<file path="config.mk">
export PLATFORM = sky130hd
export DESIGN_NAME = format_string_to_text
export DESIGN_NICKNAME = d
export VERILOG_FILES = /design/src/rtl/fstt_pkg.sv /design/src/rtl/fstt_divider.sv /design/src/rtl/fstt_number.sv /design/src/rtl/format_string_to_text.sv
export SDC_FILE = /design/constraint.sdc
export NUM_CORES = 1
export LEC_CHECK = 0
export ABC_AREA = 1
export BUFFER_PORTS_ARGS = -buffer_cell sky130_fd_sc_hd__buf_2
export CORE_AREA = 2 2 213 215
export DETAILED_ROUTE_END_ITERATION = 8
export DIE_AREA = 0 0 215 217
export GPL_ROUTABILITY_DRIVEN = 0
export PLACE_DENSITY = 0.46
export SYNTH_ARGS = -nofsm -noshare
export SYNTH_HDL_FRONTEND = slang
export SYNTH_SLANG_ARGS = --single-unit
</file>
<file path="constraint.sdc">
create_clock -name clk_i -period 2.8 [get_ports clk_i]
set_clock_uncertainty 0.15 [all_clocks]
set_input_delay 0.56 -clock clk_i [delete_from_list [all_inputs] [get_ports clk_i]]
set_output_delay 0.56 -clock clk_i [all_outputs]
set_load 0.05 [all_outputs]
</file>
<file path="src/rtl/fstt_pkg.sv">
// ----------------------------------------------------------------------------
// fstt_pkg
// Shared types and constants of the format string to text formatter.
// ----------------------------------------------------------------------------
package fstt_pkg;

  // Fill is emitted only when the remaining count is at most PadLimit - 2.
  localparam int unsigned PadLimit = 16;
  localparam logic [7:0]  PadMax   = 8'(PadLimit - 2);

  localparam logic [7:0] ChNul     = 8'h00;
  localparam logic [7:0] ChLf      = 8'h0a;
  localparam logic [7:0] ChCr      = 8'h0d;
  localparam logic [7:0] ChPercent = 8'h25;
  localparam logic [7:0] ChMinus   = 8'h2d;
  localparam logic [7:0] ChZero    = 8'h30;
  localparam logic [7:0] ChNine    = 8'h39;
  localparam logic [7:0] ChSpace   = 8'h20;

  // Conversion specifier characters.
  localparam logic [7:0] ChSpecC   = 8'h63;
  localparam logic [7:0] ChSpecD   = 8'h64;
  localparam logic [7:0] ChSpecI   = 8'h69;
  localparam logic [7:0] ChSpecU   = 8'h75;
  localparam logic [7:0] ChSpecX   = 8'h78;
  localparam logic [7:0] ChSpecUpX = 8'h58;
  localparam logic [7:0] ChSpecP   = 8'h70;

  // Number conversion control from the parser to the digit unit.
  typedef struct packed {
    logic        hex;
    logic        neg;
    logic        zero_fill;
    logic [7:0]  width;
    logic [31:0] mag;
  } num_cmd_t;

  // Map a digit value to its lowercase ASCII character.
  function automatic logic [7:0] digit_char(input logic [3:0] d);
    logic [7:0] c;
    if (d < 4'd10) c = ChZero + {4'd0, d};
    else           c = 8'h57 + {4'd0, d};
    return c;
  endfunction

  // ERROR text, one letter per index.
  function automatic logic [7:0] err_char(input logic [2:0] i);
    logic [7:0] c;
    case (i)
      3'd0:    c = 8'h45;
      3'd1:    c = 8'h52;
      3'd2:    c = 8'h52;
      3'd3:    c = 8'h4f;
      default: c = 8'h52;
    endcase
    return c;
  endfunction

  typedef enum logic [3:0] {
    ST_IDLE,
    ST_TEXT,
    ST_ERR,
    ST_DIV,
    ST_SIGN0,
    ST_PAD,
    ST_SIGN1,
    ST_DIGITS
  } state_e;

endpackage

</file>
<file path="src/rtl/fstt_divider.sv">
// ----------------------------------------------------------------------------
// fstt_divider
// Bit-serial divide by ten: one quotient bit per cycle.
// ----------------------------------------------------------------------------
module fstt_divider (
  input  logic        clk_i,
  input  logic        rst_ni,
  input  logic        start_i,
  input  logic [31:0] dividend_i,
  output logic        done_o,
  output logic [31:0] quot_o,
  output logic [3:0]  rem_o
);

  logic [31:0] quot_q, quot_d;
  logic [4:0]  rem_q, rem_d;
  logic [5:0]  cnt_q, cnt_d;
  logic        busy_q, busy_d;
  logic [4:0]  trial;
  logic [31:0] step_quot;
  logic [4:0]  step_rem;

  // Restoring division step on a five-bit partial remainder.
  always_comb begin
    trial = {rem_q[3:0], quot_q[31]};
    if (trial >= 5'd10) begin
      step_rem  = trial - 5'd10;
      step_quot = {quot_q[30:0], 1'b1};
    end else begin
      step_rem  = trial;
      step_quot = {quot_q[30:0], 1'b0};
    end
  end

  // A new start takes priority over the running step.
  always_comb begin
    quot_d = quot_q;
    rem_d  = rem_q;
    cnt_d  = cnt_q;
    busy_d = busy_q;
    if (start_i) begin
      quot_d = dividend_i;
      rem_d  = 5'd0;
      cnt_d  = 6'd0;
      busy_d = 1'b1;
    end else if (busy_q) begin
      quot_d = step_quot;
      rem_d  = step_rem;
      cnt_d  = cnt_q + 6'd1;
      if (cnt_q == 6'd31) busy_d = 1'b0;
    end
  end

  always_ff @(posedge clk_i or negedge rst_ni) begin
    if (!rst_ni) begin
      busy_q <= 1'b0;
      cnt_q  <= 6'd0;
    end else begin
      busy_q <= busy_d;
      cnt_q  <= cnt_d;
    end
  end

  always_ff @(posedge clk_i) begin
    quot_q <= quot_d;
    rem_q  <= rem_d;
  end

  // Results of the last step, valid while done is high.
  assign done_o = busy_q && (cnt_q == 6'd31);
  assign quot_o = step_quot;
  assign rem_o  = step_rem[3:0];

endmodule

</file>
<file path="src/rtl/fstt_number.sv">
// ----------------------------------------------------------------------------
// fstt_number
// Converts a magnitude to digits, stores them, and emits sign, fill and digits.
// ----------------------------------------------------------------------------
module fstt_number (
  input  logic             clk_i,
  input  logic             rst_ni,
  input  logic             start_i,
  input  fstt_pkg::num_cmd_t cmd_i,
  output logic             busy_o,
  output logic             out_valid_o,
  output logic [7:0]       out_char_o,
  output logic             out_last_o,
  input  logic             out_take_i
);

  fstt_pkg::state_e state_q, state_d;
  fstt_pkg::num_cmd_t cmd_q;
  logic [31:0] mag_q, mag_d;
  logic [3:0]  digs_q [10];
  logic [3:0]  nd_q, nd_d;
  logic [7:0]  pad_q, pad_d;
  logic        div_start, div_done;
  logic [31:0] div_quot;
  logic [3:0]  div_rem;
  logic [8:0]  rem_w;
  logic        store;

  fstt_divider u_div (
    .clk_i     (clk_i),
    .rst_ni    (rst_ni),
    .start_i   (div_start),
    .dividend_i(mag_d),
    .done_o    (div_done),
    .quot_o    (div_quot),
    .rem_o     (div_rem)
  );

  // Remaining fill count from width, digit count and sign.
  assign rem_w = {1'b0, cmd_q.width} - {5'd0, nd_q} - {8'd0, cmd_q.neg};

  always_comb begin
    state_d     = state_q;
    mag_d       = mag_q;
    nd_d        = nd_q;
    pad_d       = pad_q;
    div_start   = 1'b0;
    store       = 1'b0;
    out_valid_o = 1'b0;
    out_char_o  = fstt_pkg::ChZero;
    out_last_o  = 1'b0;
    case (state_q)
      fstt_pkg::ST_IDLE: begin
        if (start_i) begin
          mag_d = cmd_i.mag;
          nd_d  = 4'd0;
          if (cmd_i.hex) begin
            state_d = fstt_pkg::ST_DIV;
          end else begin
            div_start = 1'b1;
            state_d   = fstt_pkg::ST_DIV;
          end
        end
      end
      fstt_pkg::ST_DIV: begin
        // Hex takes one nibble per cycle, decimal waits for the divider.
        if (cmd_q.hex) begin
          store = 1'b1;
          mag_d = {4'd0, mag_q[31:4]};
          nd_d  = nd_q + 4'd1;
          if (mag_q[31:4] == 28'd0) state_d = fstt_pkg::ST_SIGN0;
        end else if (div_done) begin
          store = 1'b1;
          mag_d = div_quot;
          nd_d  = nd_q + 4'd1;
          if (div_quot == 32'd0) state_d = fstt_pkg::ST_SIGN0;
          else div_start = 1'b1;
        end
      end
      fstt_pkg::ST_SIGN0: begin
        pad_d = (!rem_w[8] && rem_w != 9'd0 && rem_w[7:0] <= fstt_pkg::PadMax) ?
                rem_w[7:0] : 8'd0;
        if (cmd_q.neg && cmd_q.zero_fill) begin
          out_valid_o = 1'b1;
          out_char_o  = fstt_pkg::ChMinus;
          if (out_take_i) state_d = fstt_pkg::ST_PAD;
        end else begin
          state_d = fstt_pkg::ST_PAD;
        end
      end
      fstt_pkg::ST_PAD: begin
        if (pad_q == 8'd0) begin
          state_d = fstt_pkg::ST_SIGN1;
        end else begin
          out_valid_o = 1'b1;
          out_char_o  = cmd_q.zero_fill ? fstt_pkg::ChZero : fstt_pkg::ChSpace;
          if (out_take_i) pad_d = pad_q - 8'd1;
        end
      end
      fstt_pkg::ST_SIGN1: begin
        if (cmd_q.neg && !cmd_q.zero_fill) begin
          out_valid_o = 1'b1;
          out_char_o  = fstt_pkg::ChMinus;
          if (out_take_i) state_d = fstt_pkg::ST_DIGITS;
        end else begin
          state_d = fstt_pkg::ST_DIGITS;
        end
      end
      fstt_pkg::ST_DIGITS: begin
        out_valid_o = 1'b1;
        out_char_o  = fstt_pkg::digit_char(digs_q[nd_q - 4'd1]);
        out_last_o  = (nd_q == 4'd1);
        if (out_take_i) begin
          nd_d = nd_q - 4'd1;
          if (nd_q == 4'd1) state_d = fstt_pkg::ST_IDLE;
        end
      end
      default: state_d = fstt_pkg::ST_IDLE;
    endcase
  end

  assign busy_o = (state_q != fstt_pkg::ST_IDLE);

  always_ff @(posedge clk_i or negedge rst_ni) begin
    if (!rst_ni) begin
      state_q <= fstt_pkg::ST_IDLE;
      nd_q    <= 4'd0;
      pad_q   <= 8'd0;
    end else begin
      state_q <= state_d;
      nd_q    <= nd_d;
      pad_q   <= pad_d;
    end
  end

  // Digit store, least significant digit first.
  always_ff @(posedge clk_i) begin
    mag_q <= mag_d;
    if (start_i && state_q == fstt_pkg::ST_IDLE) cmd_q <= cmd_i;
    if (store) digs_q[nd_q] <= cmd_q.hex ? mag_q[3:0] : div_rem;
  end

endmodule

</file>
<file path="src/rtl/format_string_to_text.sv">
// ----------------------------------------------------------------------------
// format_string_to_text
// Printf-style formatter: one format character in, zero or more characters out.
// ----------------------------------------------------------------------------
// Channel | Direction | Payload
// fmt     | in        | fmt_char_i, arg_value_i (valid/stall)
// out     | out       | out_char_o, last_o, arg_used_o (valid/stall)
// A decimal conversion runs the bit-serial divider once per digit; hex takes
// one nibble per digit. Both then step through the sign and fill steps before
// emitting the digits, one character per output item.
// Reset clears the parser state; the output register holds any stalled item.
// Input is taken only when the previous item has emitted all its characters.
// ----------------------------------------------------------------------------
module format_string_to_text (
  input  logic        clk_i,
  input  logic        rst_ni,
  input  logic        fmt_valid_i,
  output logic        fmt_stall_o,
  input  logic [7:0]  fmt_char_i,
  input  logic [31:0] arg_value_i,
  output logic        out_valid_o,
  input  logic        out_stall_i,
  output logic [7:0]  out_char_o,
  output logic        last_o,
  output logic        arg_used_o
);

  fstt_pkg::state_e   state_q, state_d;
  logic               pct_q, pct_d;
  logic [7:0]         width_q, width_d;
  logic               zf_q, zf_d;
  logic [7:0]         ch_q;
  logic               used_q, used_d;
  logic               cr_q, cr_d;
  logic [2:0]         eidx_q, eidx_d;
  logic               accept;
  logic               num_start, num_busy, num_valid, num_last;
  logic [7:0]         num_char;
  fstt_pkg::num_cmd_t num_cmd;
  logic [11:0]        wmul;

  // Output register.
  logic       ov_q;
  logic [7:0] oc_q;
  logic       ol_q, ou_q;
  logic       slot_free;
  logic       emit;
  logic [7:0] emit_char;
  logic       emit_last;

  assign slot_free = !ov_q || !out_stall_i;
  assign fmt_stall_o = (state_q != fstt_pkg::ST_IDLE);
  assign accept = fmt_valid_i && !fmt_stall_o;
  assign wmul = {1'b0, width_q, 3'd0} + {3'd0, width_q, 1'b0} +
                {4'd0, fmt_char_i - fstt_pkg::ChZero};

  fstt_number u_num (
    .clk_i      (clk_i),
    .rst_ni     (rst_ni),
    .start_i    (num_start),
    .cmd_i      (num_cmd),
    .busy_o     (num_busy),
    .out_valid_o(num_valid),
    .out_char_o (num_char),
    .out_last_o (num_last),
    .out_take_i (slot_free && state_q == fstt_pkg::ST_DIV)
  );

  // Parser: decodes each item, starts number conversions and sequences text, ERROR and number output.
  always_comb begin
    state_d   = state_q;
    pct_d     = pct_q;
    width_d   = width_q;
    zf_d      = zf_q;
    used_d    = used_q;
    cr_d      = cr_q;
    eidx_d    = eidx_q;
    num_start = 1'b0;
    num_cmd.hex       = 1'b0;
    num_cmd.neg       = 1'b0;
    num_cmd.zero_fill = zf_q;
    num_cmd.width     = width_q;
    num_cmd.mag       = arg_value_i;
    emit      = 1'b0;
    emit_char = ch_q;
    emit_last = 1'b0;
    case (state_q)
      fstt_pkg::ST_IDLE: begin
        if (accept) begin
          cr_d = (fmt_char_i == fstt_pkg::ChLf);
          if (!pct_q) begin
            if (fmt_char_i == fstt_pkg::ChPercent) begin
              pct_d = 1'b1; width_d = 8'd0; zf_d = 1'b0;
            end else if (fmt_char_i != fstt_pkg::ChNul) begin
              used_d = 1'b0; state_d = fstt_pkg::ST_TEXT;
            end
          end else if (fmt_char_i >= fstt_pkg::ChZero && fmt_char_i <= fstt_pkg::ChNine) begin
            if (fmt_char_i == fstt_pkg::ChZero && width_q == 8'd0) zf_d = 1'b1;
            width_d = (wmul > 12'd255) ? 8'd255 : wmul[7:0];
          end else begin
            pct_d = 1'b0; width_d = 8'd0; zf_d = 1'b0;
            case (fmt_char_i)
              fstt_pkg::ChSpecC: begin
                used_d = 1'b1; cr_d = (arg_value_i[7:0] == fstt_pkg::ChLf);
                state_d = fstt_pkg::ST_TEXT;
              end
              fstt_pkg::ChSpecD, fstt_pkg::ChSpecI: begin
                num_start = 1'b1; used_d = 1'b1; state_d = fstt_pkg::ST_DIV;
                num_cmd.neg = arg_value_i[31];
                num_cmd.mag = arg_value_i[31] ? (32'd0 - arg_value_i) : arg_value_i;
              end
              fstt_pkg::ChSpecU: begin
                num_start = 1'b1; used_d = 1'b1; state_d = fstt_pkg::ST_DIV;
              end
              fstt_pkg::ChSpecX, fstt_pkg::ChSpecUpX, fstt_pkg::ChSpecP: begin
                num_start = 1'b1; used_d = 1'b1; state_d = fstt_pkg::ST_DIV;
                num_cmd.hex = 1'b1;
              end
              fstt_pkg::ChPercent: begin
                used_d = 1'b0; cr_d = 1'b0; state_d = fstt_pkg::ST_TEXT;
              end
              default: begin
                used_d = 1'b0; eidx_d = 3'd0; state_d = fstt_pkg::ST_ERR;
              end
            endcase
          end
        end
      end
      fstt_pkg::ST_TEXT: begin
        emit      = 1'b1;
        emit_char = cr_q ? fstt_pkg::ChCr : ch_q;
        emit_last = !cr_q;
        if (slot_free) begin
          if (cr_q) cr_d = 1'b0;
          else state_d = fstt_pkg::ST_IDLE;
        end
      end
      fstt_pkg::ST_ERR: begin
        emit      = 1'b1;
        emit_char = fstt_pkg::err_char(eidx_q);
        emit_last = (eidx_q == 3'd4);
        if (slot_free) begin
          eidx_d = eidx_q + 3'd1;
          if (eidx_q == 3'd4) state_d = fstt_pkg::ST_IDLE;
        end
      end
      fstt_pkg::ST_DIV: begin
        emit      = num_valid;
        emit_char = num_char;
        emit_last = num_last;
        if (num_valid && num_last && slot_free) state_d = fstt_pkg::ST_IDLE;
      end
      default: state_d = fstt_pkg::ST_IDLE;
    endcase
  end

  always_ff @(posedge clk_i or negedge rst_ni) begin
    if (!rst_ni) begin
      state_q <= fstt_pkg::ST_IDLE;
      pct_q   <= 1'b0;
      width_q <= 8'd0;
      zf_q    <= 1'b0;
      used_q  <= 1'b0;
      cr_q    <= 1'b0;
      eidx_q  <= 3'd0;
      ov_q    <= 1'b0;
    end else begin
      state_q <= state_d;
      pct_q   <= pct_d;
      width_q <= width_d;
      zf_q    <= zf_d;
      used_q  <= used_d;
      cr_q    <= cr_d;
      eidx_q  <= eidx_d;
      if (slot_free) ov_q <= emit;
    end
  end

  // Character latch and output payload.
  always_ff @(posedge clk_i) begin
    if (accept) begin
      ch_q <= (fmt_char_i == fstt_pkg::ChSpecC && pct_q) ? arg_value_i[7:0] :
              fmt_char_i;
    end
    if (slot_free && emit) begin
      oc_q <= emit_char;
      ol_q <= emit_last;
      ou_q <= used_q;
    end
  end

  assign out_valid_o = ov_q;
  assign out_char_o  = oc_q;
  assign last_o      = ol_q;
  assign arg_used_o  = ou_q;

  // A stalled output item holds.
  assert property (@(posedge clk_i) disable iff (!rst_ni)
    out_valid_o && out_stall_i |=> out_valid_o && $stable(out_char_o))
    else $error("stalled output changed");

  // No input is taken while the number unit is busy.
  assert property (@(posedge clk_i) disable iff (!rst_ni)
    num_busy |-> !accept)
    else $error("input accepted during conversion");

  // The number unit only starts from idle.
  assert property (@(posedge clk_i) disable iff (!rst_ni)
    num_start |-> !num_busy)
    else $error("number unit restarted while busy");

endmodule

</file>
=== Yosys cells after proc, flatten, opt, wreduce, memory -nomap -nowiden ===
Memory sizes are Yosys's and may differ from the RTL's.
Cells that the tools add are included.

* $add $sub $neg: 14
* Multipliers: 0
* Divide/modulo/power cells: 0
* Magnitude comparators: 6
* Eq/ne operators: 49
* Shift operators: 0
* Mux-type cells: 121
* Bitwise gates (word level): 4
* Reductions and logical operators: 56

{| class="wikitable"
|+ Operators by type and width
! cell !! count
|-
| 32-bit 2-to-1 mux || 11
|-
| 4-bit 2-to-1 mux || 28
|-
| 8-bit 2-to-1 mux || 11
|-
| 32-bit one-hot mux with 2 select lines || 1
|-
| 8-bit by 7-bit == test with 1-bit output, second input constant || 7
|-
| 1-bit 2-to-1 mux || 41
|-
| 32-bit logical NOT || 1
|-
| 8-bit one-hot mux with 4 select lines || 1
|-
| 1-bit by 32-bit subtractor with 32-bit output, first input constant || 1
|-
| 28-bit logical NOT || 1
|-
| 4-bit one-hot mux with 6 select lines || 1
|-
| 8-bit one-hot mux with 3 select lines || 1
|-
| 2-bit inequality test, second input constant || 11
|-
| 9-bit AND reduction || 2
|-
| 4-bit by 3-bit == test with 1-bit output, second input constant || 4
|-
| 8-bit by 4-bit == test with 1-bit output, second input constant || 2
|-
| 8-bit by 6-bit == test with 1-bit output, second input constant || 2
|-
| 8-bit logical NOT || 2
|-
| 4-bit one-hot mux with 4 select lines || 1
|-
| 8-bit one-hot mux with 2 select lines || 1
|-
| 3-bit 2-to-1 mux || 5
|-
| 5-bit 2-to-1 mux || 3
|-
| 1-bit logical AND || 14
|-
| 11-bit by 9-bit adder with 12-bit output || 1
|-
| other kinds (57) || 97
|}

* Register bits: 140
* Latch bits: 0
* RAM bits: 40
* Memory bits (read-only): 0
* Output and inout port bits: 12
* Memories kept: 1

{| class="wikitable"
|+ Memory list
! memory !! words !! width !! rd ports !! clocked after Yosys merged registers in !! wr ports !! line !! RTL
|-
| u_num.digs_q || 10 || 4 || 1 || 0 || 1 || fstt_number.sv:20 || <nowiki>logic [3:0] digs_q [10];</nowiki>
|}

=== Logic depth before layout (Yosys ltp) ===
* Word-level depth: 11
* Mapped depth: 21
* Depth with buffers taken out: 18

=== By module ===
Synthesis repeated with hierarchy kept, for this count alone.

* Cells, all modules: 1451
* Area, all modules: 11088.1 sq um

{| class="wikitable"
|+ By module, submodules not included
! module !! instances !! cells each !! area each (sq um) !! seq. area each (sq um)
|-
| fstt_number || 1 || 680 || 5449.0 || 2547.4
|-
| format_string_to_text || 1 || 557 || 3707.3 || 991.0
|-
| fstt_divider || 1 || 214 || 1931.9 || 1216.2
|}

=== Least setup slack after synthesis ===
No wires, ideal clock.

* Path type: reg2reg
* Start point: reg state_q[0]
* End point: reg u_num.u_div.quot_q[0], enable pin
* Library setup time: 0.389 ns
* Arrival time: 2.564 ns
* Data required time: 2.261 ns
* Path slack: -0.303 ns
* Cell stages (with the launch flop): 14
* Period minus slack after synthesis: 3.103 ns
* Cell sequence: dfrtp_1 > inv_1 > ha_1 > nand2_2 > inv_2 > nand3_2 > inv_2 > nand2_4 > nor2_8 > nand2_2 > nand2_2 > inv_2 > buf_6 > nand2_1

* Longest elaborated chain between the ends: 9
* Elaborated cells on any way between the ends: 12

{| class="wikitable"
|+ RTL lines
! element !! line !! RTL
|-
| start, declared || format_string_to_text.sv:28 || <nowiki>fstt_pkg::state_e state_q, state_d;</nowiki>
|-
| start signal, assigned || format_string_to_text.sv:159 || <nowiki>state_q <= fstt_pkg::ST_IDLE;</nowiki>
|-
| start signal, assigned || format_string_to_text.sv:168 || <nowiki>state_q <= state_d;</nowiki>
|-
| 4-bit nonzero test * || format_string_to_text.sv:52 || <nowiki>assign fmt_stall_o = (state_q != fstt_pkg::ST_IDLE);</nowiki>
|-
| 1-bit logical NOT * || format_string_to_text.sv:53 || <nowiki>assign accept = fmt_valid_i && !fmt_stall_o;</nowiki>
|-
| 1-bit logical AND * || format_string_to_text.sv:53 ||
|-
| named net accept || format_string_to_text.sv:36 || <nowiki>logic accept;</nowiki>
|-
| 2-bit 2-to-1 mux || format_string_to_text.sv:89 || <nowiki>if (accept) begin</nowiki>
|-
| 2-bit 2-to-1 mux || format_string_to_text.sv:87 || <nowiki>case (state_q)</nowiki>
|-
| 1-bit 2-to-1 mux || fstt_number.sv:57 || <nowiki>if (cmd_i.hex) begin</nowiki>
|-
| 1-bit 2-to-1 mux * || fstt_number.sv:54 || <nowiki>if (start_i) begin</nowiki>
|-
| 1-bit one-hot mux with 2 select lines * || fstt_number.sv:52 || <nowiki>case (state_q)</nowiki>
|-
| 2-bit nonzero test (no line) * || -- ||
|-
| end signal, assigned || fstt_divider.sv:65 || <nowiki>quot_q <= quot_d;</nowiki>
|-
| end, declared || fstt_divider.sv:15 || <nowiki>logic [31:0] quot_q, quot_d;</nowiki>
|}

Mark *: on every way through the listed nets, which the timed path passes. The rest lies on a longest branch.
A chain may end at the register's enable or synchronous reset.

=== Worst setup path in the final report ===
* Start point: reg width_q[1]
* End point: reg width_q[4]

* Longest elaborated chain between the ends: 6

{| class="wikitable"
|+ RTL lines
! element !! line !! RTL
|-
| start, declared || format_string_to_text.sv:30 || <nowiki>logic [7:0] width_q, width_d;</nowiki>
|-
| start signal, assigned || format_string_to_text.sv:170 || <nowiki>width_q <= width_d;</nowiki>
|-
| 11-bit by 9-bit adder with 12-bit output * || format_string_to_text.sv:54 || <nowiki>assign wmul = {1'b0, width_q, 3'd0} + {3'd0, width_q, 1'b0} +</nowiki>
|-
| 12-bit by 8-bit adder with 12-bit output * || format_string_to_text.sv:54 ||
|-
| 12-bit by 8-bit > comparator with 1-bit output || format_string_to_text.sv:99 || <nowiki>width_d = (wmul > 12'd255) ? 8'd255 : wmul[7:0];</nowiki>
|-
| 8-bit 2-to-1 mux * || format_string_to_text.sv:99 ||
|-
| 8-bit 2-to-1 mux * || format_string_to_text.sv:97 || <nowiki>end else if (fmt_char_i >= fstt_pkg::ChZero && fmt_char_i <= fstt_pkg::ChNine) begin</nowiki>
|-
| 8-bit 2-to-1 mux * || format_string_to_text.sv:91 || <nowiki>if (!pct_q) begin</nowiki>
|}

Every way passes the cells marked *; elsewhere a longest branch is shown, timed or not.

==> key figures <==
Route
  • Iteration-0 DRC Markers: between 700 and 800
  • DR pass1 iterations: 5
  • Routed Antenna Nets: 0
  • Met1 WL: approximately 16 mm
  • Routed Wire Length: between 30 and 40 mm
  • Top layer in use: met4
  • Detail Route met3 WL: 1.693 mm
  • DR WL met2: between 15 and 20 mm
  • WL/cell: about 16 µm
  • Via count: 9904
  • Vias/cell: around 4.6
  • Number of remaining DRC errors: 0

Floorplanning
  • Core Footprint: ~0.045 mm²
  • Ports: 56
  • Initial Util: roughly 24%
  • Die area: approximately 0.047 mm²
  • Die width: between 200 and 250 µm
  • Num rows: between 70 and 80
  • Die Span Y: ~220 µm

STA
  • Slew headroom: between 40% and 50%
  • Least-Margin Pin Slew: 0.7941 ns
  • Post-route minimum period: between 2 and 3 ns
  • FMAX: approximately 370 MHz
  • RSZ-0062 raised after global routing: yes
  • Max-slew violations: 0
  • Final Cycle Share: 96.68%
  • Final hold vios: 0
  • Setup_tns: 0 ns
  • Final setup vio count: 0

Pwr
  • Maximum vdd drop: 448.4 µV
  • Leak: between 5 and 6 nW
  • Pwr dens: 972.2 mW/mm²

Outcome
  • Status: complete, no violations

Synth
  • Commonest cells post-synth: nand2_1, inv_1, nand3_1, nor2_1, edfxtp_1
  • Post-Syn Area: 0.01092 mm²
  • Syn. warnings: 0
  • Synth Net Count: about 1500
  • EDFF count, synth: between 100 and 150
  • Area leader, netlist: edfxtp_1
  • Yosys cell types: 57
  • Avg Synthesized Cell Area: around 7.9 µm²
  • Ys async rst share: between 20% and 30%
  • Sequential area share after synthesis: about 44%
  • Synth Flop Type: edfxtp_1
  • Synth area leaders: edfxtp_1, nand2_1, dfrtp_1
  • Most frequent cell after synthesis: nand2_1
  • Synthesized flop and latch total: roughly 180
  • Post-Syn Instances: ~1400
  • Top cell type's share of synthesized area: 27.77%

Worst setup path
  • Critical path capture point type: flip-flop
  • CP Launch Type: flip-flop
  • Required @ worst endpoint: ~3.0 ns
  • Critical Path AT: 2.90 ns
  • Reg2reg start: width_q[1]
  • Crit Path Class: flip-flop to flip-flop
  • Critical path peak fanout: 5
  • Worst setup startpoint: width_q[1]

Global route
  • Pin count of the biggest net entering global routing: 33
  • Vias in the first global route: 9620
  • First-pass GRT wire length: 53.77 mm
  • Initial antenna violation count: 2
  • Total track usage: about 15%
  • GRT overflow: 0

Flow run
  • Total of max-cap violations: 0

Clock tree
  • Clk sink count: between 150 and 200
  • H-tree depth: 4
  • Worst-Skew Late Latency: 0.46 ns
  • CTS Buf Count: 17
  • Clock tree buffer depth: 2
  • CTS tree: built
  • Worst-path clk slew: roughly 0.07 ns
  • Root buf cell: clkbuf_16

Final layout
  • Final #Nets: 1637
  • Core Util, Final: a little under a third
  • Share of cells above drive strength 1: a little under a fifth
  • P&R area growth vs syn: 23.56%

Min path
  • Hold WC Path Type: primary input to flip-flop
  • Hold_sp: out_stall_i

Place
  • PortBufs: 55
  • HPWL after DPL: between 20 and 30 mm
state kept, by name (all words and copies together) (netlist names), 2 cells and up:
register	flops
u_num.state_q	3
u_num.digs_q	40
u_num.pad_q	8
eidx_q	3
ch_q	8
u_num.u_div.cnt_q	6
u_num.u_div.rem_q	4
u_num.u_div.quot_q	32
state_q	2
width_q	8
u_num.cmd_q	11
out_char_o	8
u_num.nd_q	4
u_num.mag_q	32
repair_timing:
item / CTS / global route
resized for setup: 1 / 26
buffers inserted: 0 / 6
hold buffers: 1 / 0
setup endpoints to repair: 1 / 13
hold endpoints to repair: 9 / 0
pin swaps: 0 / 10
layout make-up:
type | count | area [µm²]
inverters | 187 | 705.7
clock inverters | 11 | 116.4
diodes | 2 | 5.005
multi-input cells | 978 | 5379
flip-flops and latches | 177 | 4761
well taps | 600 | 750.7
clock buffers | 21 | 460.4
repair buffers | 183 | 1318
fillers | 4899 | 31200
power by group:
group | switching, mW | total (mW) | internal [mW]
Combinational | 4.09 | 6.33 | 2.23
Clock | 1.12 | 2.42 | 1.30
Sequential | 0.567 | 4.38 | 3.81
Total | 5.78 | 13.1 | 7.34
routing by layer:
| layer | global-route usage [%] | vias up |
|---|---|---|
| li1 | - | 4967 |
| met1 | 20.04 | 4620 |
| met2 | 24.37 | 281 |
| met3 | 2.166 | 36 |
| met4 | 5.149 | 0 |
| met5 | 0 | - |
cell usage in the layout (no fill, tap or decap), types with 10 or more instances in the layout:
cell and n:
a21oi_1 60, buf_2 55, buf_4 120, clkbuf_16 17, dfrtp_1 35, dfxtp_1 36
edfxtp_1 101, ha_1 37, inv_1 167, inv_2 16, nand2_1 341, nand2_2 10
nand3_1 113, nand4_1 26, nor2_1 107, nor3_1 27, nor4_1 11, o211ai_1 13
o21ai_0 69, o21ai_1 10, o22ai_1 10, xor2_1 14
cells by family (layout without fill, tap and decap cells):
family,count (synthesis),in the layout,share of synthesized area [%]
AO/OA/AOI/OAI,228,228,12.34
flip-flops,177,177,43.53
AND/OR/NAND/NOR,678,678,27.77
buffers and inverters,219,402,8.351
XOR/XNOR,23,23,1.844
adder cells (fa/ha/maj),49,49,6.163
other,0,2,0
final timing paths:
check | endpoint | slack, ns | cells after the start
worst min register to register | arg_used_o | 0.34 | 0
worst max-delay path | width_q[4] | 0.09 | 12
max in group asynchronous | u_num.nd_q[0] | 1.53 | 3
worst max register to register | width_q[4] | 0.09 | 12
min in group asynchronous | zf_q | 0.38 | 2
worst min-delay path | out_valid_o | 0.25 | 3
critical path, cell delays in order (launching register included):
cell	delay [ns]
dfrtp_2	0.45
fa_1	0.61
ha_4	0.23
a21oi_1	0.14
nand2_1	0.09
a21oi_1	0.12
o21ai_0	0.12
nand2_1	0.08
nand2_1	0.05
o211ai_1	0.17
nand2_2	0.16
o21ai_1	0.17
nand2_1	0.06
through the flow:
stage / area, µm² / hold slack (ns) / setup WS, ns / total power, mW / std cells
after floorplan: 10980 / 0.1144 / -0.01359 / 8.413 / 1374
after detailed placement: 12770 / 0.3285 / -0.3662 / 10.52 / 2118
after global placement: 12770 / 0.3212 / -0.2916 / 10.52 / 2118
final: 13500 / 0.2467 / 0.09300 / 13.12 / 2159
after global routing: 13500 / 0.2559 / -0.01370 / 14.16 / 2159
after CTS: 13360 / 0.2261 / 0.004942 / 12.99 / 2151
Note: power is estimated with default switching activity, not from simulation.
